### src/bfc_pkg.sv
// Shared types and constants of the Blowfish-style block cipher unit.
package bfc_pkg;

   localparam int ROUNDS    = 16;
   localparam int NKEYS     = ROUNDS + 2;
   localparam int BOX_SIZE  = 256;
   localparam int BOX_COUNT = 4;
   localparam int BOX_WORDS = BOX_SIZE * BOX_COUNT;
   // Last even table word written during key expansion.
   localparam logic [10:0] WP_LAST = 11'(NKEYS + BOX_WORDS - 2);
   localparam logic [10:0] WP_BOX0 = 11'(NKEYS);

   // Operation codes of the func field.
   localparam logic [1:0] FUNC_ENC    = 2'd0;
   localparam logic [1:0] FUNC_DEC    = 2'd1;
   localparam logic [1:0] FUNC_LOAD   = 2'd2;
   localparam logic [1:0] FUNC_EXPAND = 2'd3;

   // Commands from the controller to the datapath.
   typedef struct packed {
      logic        load_req;
      logic        zero_lr;
      logic        key_load;
      logic        round_a;
      logic        round_b;
      logic        final_step;
      logic        backward;
      logic [3:0]  rnd;
      logic        clr_we;
      logic [7:0]  clr_addr;
      logic        wr_en;
      logic        wr_sel_r;
      logic [10:0] wr_addr;
      logic        res_load;
      logic        res_zero;
   } bfc_cmd_type;

endpackage

### src/bfc_controller.sv
// Controller: sequences rounds, box clearing and key expansion writes.
module bfc_controller
   import bfc_pkg::*;
(
   input  logic        clock,
   input  logic        reset,
   input  logic        req_valid,
   input  logic [1:0]  req_func,
   output logic        req_stall,
   output logic        rsp_valid,
   input  logic        rsp_stall,
   output bfc_cmd_type cmd
);

   typedef enum logic [7:0] {
      ST_CLEAR = 8'b0000_0001,
      ST_IDLE  = 8'b0000_0010,
      ST_RA    = 8'b0000_0100,
      ST_RB    = 8'b0000_1000,
      ST_FIN   = 8'b0001_0000,
      ST_WR0   = 8'b0010_0000,
      ST_WR1   = 8'b0100_0000,
      ST_DONE  = 8'b1000_0000
   } state_type;

   state_type   state_ff, state_in;
   logic [3:0]  rnd_ff, rnd_in;
   logic [7:0]  clr_ff, clr_in;
   logic [10:0] wp_ff, wp_in;
   logic        exp_ff, exp_in;
   logic        back_ff, back_in;
   logic        keyop_ff, keyop_in;
   logic        rsp_valid_ff, rsp_valid_in;
   logic        accept;
   logic        slot_free;

   assign req_stall = (state_ff != ST_IDLE);
   assign accept    = req_valid && !req_stall;
   assign slot_free = !rsp_valid_ff || !rsp_stall;
   assign rsp_valid = rsp_valid_ff;

   // Next state and commands.
   always_comb begin
      state_in = state_ff;
      rnd_in   = rnd_ff;
      clr_in   = clr_ff;
      wp_in    = wp_ff;
      exp_in   = exp_ff;
      back_in  = back_ff;
      keyop_in = keyop_ff;
      cmd      = '0;
      cmd.rnd      = rnd_ff;
      cmd.backward = back_ff;
      cmd.clr_addr = clr_ff;
      cmd.wr_addr  = wp_ff;
      unique case (state_ff)
         ST_CLEAR: begin
            cmd.clr_we = 1'b1;
            clr_in     = clr_ff + 8'd1;
            if (clr_ff == 8'hff) begin
               rnd_in   = '0;
               state_in = exp_ff ? ST_RA : ST_IDLE;
            end
         end
         ST_IDLE: begin
            if (accept) begin
               rnd_in = '0;
               unique case (req_func)
                  FUNC_ENC, FUNC_DEC: begin
                     cmd.load_req = 1'b1;
                     back_in      = req_func[0];
                     keyop_in     = 1'b0;
                     state_in     = ST_RA;
                  end
                  FUNC_LOAD: begin
                     cmd.key_load = 1'b1;
                     keyop_in     = 1'b1;
                     state_in     = ST_DONE;
                  end
                  default: begin
                     cmd.zero_lr = 1'b1;
                     back_in     = 1'b0;
                     keyop_in    = 1'b1;
                     exp_in      = 1'b1;
                     wp_in       = '0;
                     clr_in      = '0;
                     state_in    = ST_CLEAR;
                  end
               endcase
            end
         end
         ST_RA: begin
            cmd.round_a = 1'b1;
            state_in    = ST_RB;
         end
         ST_RB: begin
            cmd.round_b = 1'b1;
            rnd_in      = rnd_ff + 4'd1;
            state_in    = (rnd_ff == 4'(ROUNDS - 1)) ? ST_FIN : ST_RA;
         end
         ST_FIN: begin
            cmd.final_step = 1'b1;
            state_in       = exp_ff ? ST_WR0 : ST_DONE;
         end
         ST_WR0: begin
            cmd.wr_en = 1'b1;
            state_in  = ST_WR1;
         end
         ST_WR1: begin
            cmd.wr_en    = 1'b1;
            cmd.wr_sel_r = 1'b1;
            cmd.wr_addr  = wp_ff + 11'd1;
            wp_in        = wp_ff + 11'd2;
            rnd_in       = '0;
            if (wp_ff == WP_LAST) begin
               exp_in   = 1'b0;
               state_in = ST_DONE;
            end else begin
               state_in = ST_RA;
            end
         end
         ST_DONE: begin
            if (slot_free) begin
               cmd.res_load = 1'b1;
               cmd.res_zero = keyop_ff;
               state_in     = ST_IDLE;
            end
         end
         default: begin
            state_in = ST_CLEAR;
         end
      endcase
   end

   // Result valid: set on load, cleared when the receiver takes the result (rsp_stall low).
   always_comb begin
      rsp_valid_in = rsp_valid_ff;
      if (rsp_valid_ff && !rsp_stall) begin
         rsp_valid_in = 1'b0;
      end
      if (cmd.res_load) begin
         rsp_valid_in = 1'b1;
      end
   end

   // Control registers; reset starts the box clearing pass.
   always_ff @(posedge clock) begin
      if (reset) begin
         state_ff     <= ST_CLEAR;
         rnd_ff       <= '0;
         clr_ff       <= '0;
         wp_ff        <= '0;
         exp_ff       <= 1'b0;
         back_ff      <= 1'b0;
         keyop_ff     <= 1'b0;
         rsp_valid_ff <= 1'b0;
      end else begin
         state_ff     <= state_in;
         rnd_ff       <= rnd_in;
         clr_ff       <= clr_in;
         wp_ff        <= wp_in;
         exp_ff       <= exp_in;
         back_ff      <= back_in;
         keyop_ff     <= keyop_in;
         rsp_valid_ff <= rsp_valid_in;
      end
   end

endmodule

### config.mk
export PLATFORM = sky130hd
export DESIGN_NAME = bfc_controller
export DESIGN_NICKNAME = d
export VERILOG_FILES = /design/src/bfc_pkg.sv /design/src/bfc_controller.sv
export SDC_FILE = /design/constraint.sdc
export NUM_CORES = 1
export LEC_CHECK = 0
export ABC_AREA = 1
export BUFFER_PORTS_ARGS = -buffer_cell sky130_fd_sc_hd__buf_2
export CORE_UTILIZATION = 59
export DETAILED_ROUTE_END_ITERATION = 12
export GPL_ROUTABILITY_DRIVEN = 0
export PLACE_DENSITY = 0.85
export SKIP_CTS_REPAIR_TIMING = 1
export SYNTH_ARGS = -nofsm -noshare
export SYNTH_HDL_FRONTEND = slang
export SYNTH_SLANG_ARGS = --single-unit
### constraint.sdc
create_clock -name clock -period 3.1 [get_ports clock]
set_input_delay 0.62 -clock clock [delete_from_list [all_inputs] [get_ports clock]]
set_output_delay 0.62 -clock clock [all_outputs]
set_load 0.03 [all_outputs]
# Word level (Yosys, flattened, before mapping)

Cells that the tools add are included.

$add $sub $neg: 4
Multipliers: 0
Divide/modulo/power cells: 0
Magnitude comparators: 0
Eq/ne operators: 19
Shift-type cells: 0
Multiplexer cells: 39
Bitwise operators: 1
Reduce and logical (&&, ||, !) cells: 21

Operators by type and width:

| cell                                                | count |
|---|---|
| case mux 8 bit (8 select lines)                     | 1 |
| two-way mux 8 bit                                   | 7 |
| case mux 8 bit (2 select lines)                     | 2 |
| two-way mux 11 bit                                  | 2 |
| case mux 11 bit (2 select lines)                    | 1 |
| equality test 8 bit, second input constant          | 2 |
| case mux 4 bit (4 select lines)                     | 1 |
| AND reduction 3 bit                                 | 5 |
| two-way mux 1 bit                                   | 14 |
| two-way mux 12 bit                                  | 1 |
| adder 11 x 1 -> 11 bit, second input constant       | 1 |
| adder 11 x 2 -> 11 bit, second input constant       | 1 |
| equality test 11 bit, second input constant         | 1 |
| != test 2 bit, second input constant                | 5 |
| two-way mux 3 bit                                   | 3 |
| adder 8 x 1 -> 8 bit, second input constant         | 1 |
| equality test 8 x 1 -> 1 bit, second input constant | 1 |
| equality test 8 x 2 -> 1 bit, second input constant | 1 |
| equality test 8 x 3 -> 1 bit, second input constant | 1 |
| equality test 8 x 4 -> 1 bit, second input constant | 1 |
| equality test 8 x 5 -> 1 bit, second input constant | 1 |
| equality test 8 x 6 -> 1 bit, second input constant | 1 |
| equality test 8 x 7 -> 1 bit, second input constant | 1 |
| two-way mux 4 bit                                   | 2 |
| other kinds (19)                                    | 27 |

Register bits after elaboration: 35
Bits in latches: 0
Memory bits (writable): 0
ROM bits: 0
Input bits: 6
Output and inout bits: 37
Logic and storage cells: 92
Memories kept: 0

# Logic depth before layout (Yosys ltp)

Depth in word-level cells: 5
Gate-level depth with buffers: 10
Mapped depth without buffers: 10

# Worst setup path before layout

OpenSTA, ideal clock, no wires.

Path type: flip-flop to output port
Start: register state_ff[4]
End: output cmd[32] (netlist name)
Arrival time: 1.529 ns
Required time: 2.480 ns
Path slack: 0.951 ns
Cell stages (with the launch flop): 7
Path buffers: 1
Path through: dfxtp_1 -> nor2_4 -> nand2_2 -> nor2_2 -> buf_6 -> nand2_1 -> nor3_1

RTL lines:

| element                | RTL line              | RTL |
|---|---|---|
| start, declared        | bfc_controller.sv:26  | `state_type state_ff, state_in;` |
| start signal, assigned | bfc_controller.sv:158 | `state_ff <= state_in;` |
| end, declared          | bfc_controller.sv:12  | `output bfc_cmd_type cmd` |

==> flow_summary.json <==
{
  "run_status": "finished, final reports clean",
  "placed_cell_area_mm2": 0.00225,
  "clkLatencyLatePin_ns": 0.34,
  "floorplan.die.width_um": 61.4,
  "synth.lib_cells_used.distinct": 30,
  "path_clk_slew_ns": 0.10,
  "pwr_cell_area_mw_per_mm2": 356,
  "most-common-layout-cells": "nand2_1, nor2_1, buf_2, dfxtp_1, inv_1",
  "fraction_of_synthesis_flops_using_an_asynchronous_set_or_reset_pin_pct": 0,
  "synth_seq_cells": 34,
  "remaining_drc_errors": 0,
  "tritoncts": "yes",
  "dpl.cell_count": 399,
  "final-setup-viol-count": 0,
  "dr_total_vias": 2109,
  "post-place-ws_ns": 0.876,
  "drive_above_1_share_pct": 21.6,
  "tightestPinTransition_ns": 0.517,
  "element_type_at_the_critical_path_start": "flip-flop",
  "overflow": 0,
  "wl_um": 4690,
  "rr_startpoint": "state_ff[3]",
  "fmax_mhz": 384,
  "synth-seq-area-share_pct": 32.7,
  "insertedDiodeCount": 0,
  "timing.max_cap.violations": 0,
  "num-nets-final": 369,
  "crit_path_buf_inv_count": 2,
  "grt_max_degree": 26,
  "synthFlopType": "dfxtp_1",
  "cts-buffers-inserted": 5,
  "synth.cell_area_mm2": 0.00208,
  "yosys_warnings": 0,
  "grt_use_total_pct": 27.2,
  "core_region_mm2": 0.00336,
  "grt_setup_unrepaired": "false",
  "largest_delay_contributor_family_on_the_critical_path": "simple AND/OR/NAND/NOR gates",
  "initial_utilization_pct": 61.9,
  "avgSynthCellArea_um2": 6.31,
  "hpwlAfterDp_um": 3560,
  "synth_cells": 330,
  "cp-startpoint": "state_ff[3]",
  "top_level_ports": 43,
  "finalHoldViolations": 0,
  "cts_sinks": 34,
  "final_critical_path_setup_slack_ns": 0.499,
  "path_class": "flip-flop to output pin",
  "min-delay-start": "rsp_valid",
  "timing.final.crit_period_ns": 2.60,
  "drt_iter0_markers": 125,
  "post_drt_wl_per_cell_um": 11.5,
  "global_route_wire_length_before_repair_um": 7460,
  "final_antenna_net_count": 0,
  "setup_total_negative_slack_ns": 0,
  "cp_data_arrival_time_ns": 1.98,
  "grt_antenna_before_repair": 0,
  "layout-area-overhead-vs-synth_pct": 11.0,
  "drt_first_pass_iters": 4,
  "timing.critical_path.slowest_cell_delay_ns": 0.42,
  "cell_with_the_largest_stage_delay_on_the_worst_path": "nor2_2",
  "slew_violations": 0,
  "critPathCaptureType": "output pin",
  "synth_nets": 339,
  "cts_max_path_buffers": 2,
  "design.die.area_mm2": 0.00377,
  "slew-limit-headroom_pct": 65.5,
  "mostFrequentLayoutCell": "nand2_1",
  "stdcell_count": 407,
  "placement.io_buffers": 42,
  "final_util_pct": 68.7,
  "cts_root_buf": "clkbuf_4",
  "ratio_of_routed_vias_to_standard_cells": 5.18,
  "timing.hold.ws_ns": 0.482,
  "path_cells": "nor2_2 -> nand3_1 -> nor2_2 -> nand3_1 -> inv_1 -> buf_2",
  "std_cell_rows": 21,
  "leakage_nw": 1.10,
  "worst_vdd_ir_mv": 0.235,
  "timing.hold.worst.class": "flip-flop to flip-flop",
  "critical_path.max_fanout": 11,
  "min_period_over_period_pct": 83.9,
  "die_h_um": 61.4,
  "power_mw": 0.822,
  "clock_tree.htree_level_count": 2,
  "cp_data_required_time_ns": 2.48,
  "grt_pass1_vias": 1698,
  "clock_skew_ns": 0.00848,
  "number_of_synthesized_flops_with_an_enable_pin": 0,
  "finalInstanceArea_mm2": 0.00231
}
==> worst min-delay path, cell delays in order (launching register included) <==
cell and delay [ns]:
dfxtp_1 0.32, nand2_1 0.07, a21oi_1 0.06
==> cell usage after synthesis, types with 3 or more instances <==
cell / count / area (um^2)
nor3_1: 8 / 40.0
nand2_1: 92 / 345
a21oi_1: 24 / 120
inv_1: 30 / 113
inv_2: 3 / 11.3
nor2_1: 45 / 169
nand3_1: 24 / 120
nor2_2: 8 / 50.1
clkbuf_1: 12 / 45.0
dfxtp_1: 34 / 681
nor2_4: 3 / 33.8
buf_4: 5 / 37.5
nand2_2: 6 / 37.5
ha_1: 3 / 37.5
nor4_1: 3 / 18.8
o21ai_0: 5 / 25.0
nand4_1: 5 / 31.3
xor2_1: 3 / 26.3
or2_2: 3 / 18.8
==> power breakdown <==
group	switching, mW	internal, mW	total, mW
logic	0.0698	0.0309	0.101
registers	0.00976	0.447	0.456
clock network	0.155	0.110	0.265
==> sequential cells by signal (all words and copies together), names as in the netlist <==
signal / flops
wp_ff: 10
exp_ff: 1
rnd_ff: 4
state_ff: 8
rsp_valid: 1
back_ff: 1
keyop_ff: 1
clr_ff: 8
==> area by class of cell <==
type | count | area (um^2)
fill | 326 | 1050
timing repair buffer | 42 | 210
clock buffer | 7 | 55.1
clock inverter | 1 | 5.00
tap | 46 | 57.6
sequential | 34 | 681
multi-input combinational | 244 | 1180
inverter | 33 | 124
==> worst paths after layout <==
path / slack, ns / depth (start not counted) / to
setup reg to reg: 1.21 / 8 / wp_ff[4]
setup / recovery: 0.50 / 6 / cmd[33]
hold reg to reg: 0.48 / 2 / rsp_valid
hold / removal: 0.48 / 2 / rsp_valid
==> kinds of logic (layout without fill, tap and decap cells) <==
logic type,Yosys count,count (layout),share of synthesized area [%]
buffers and inverters,52,83,10.7
AND/OR/NAND/NOR,203,203,44.3
adder cells (fa/ha/maj),3,3,1.80
AO/OA/AOI/OAI,35,35,9.26
flip-flops,34,34,32.7
XOR/XNOR,3,3,1.26
==> per-layer routing <==
layer  up-vias  GRT usage (%)  wire length [um]
met3         5           6.93               318
met1       923           36.6              2170
met4         0           9.84                40
met2        79           42.4              2160
li1       1102              -                 -
met5         -              0                 0
(Power assumes the default switching activity.)
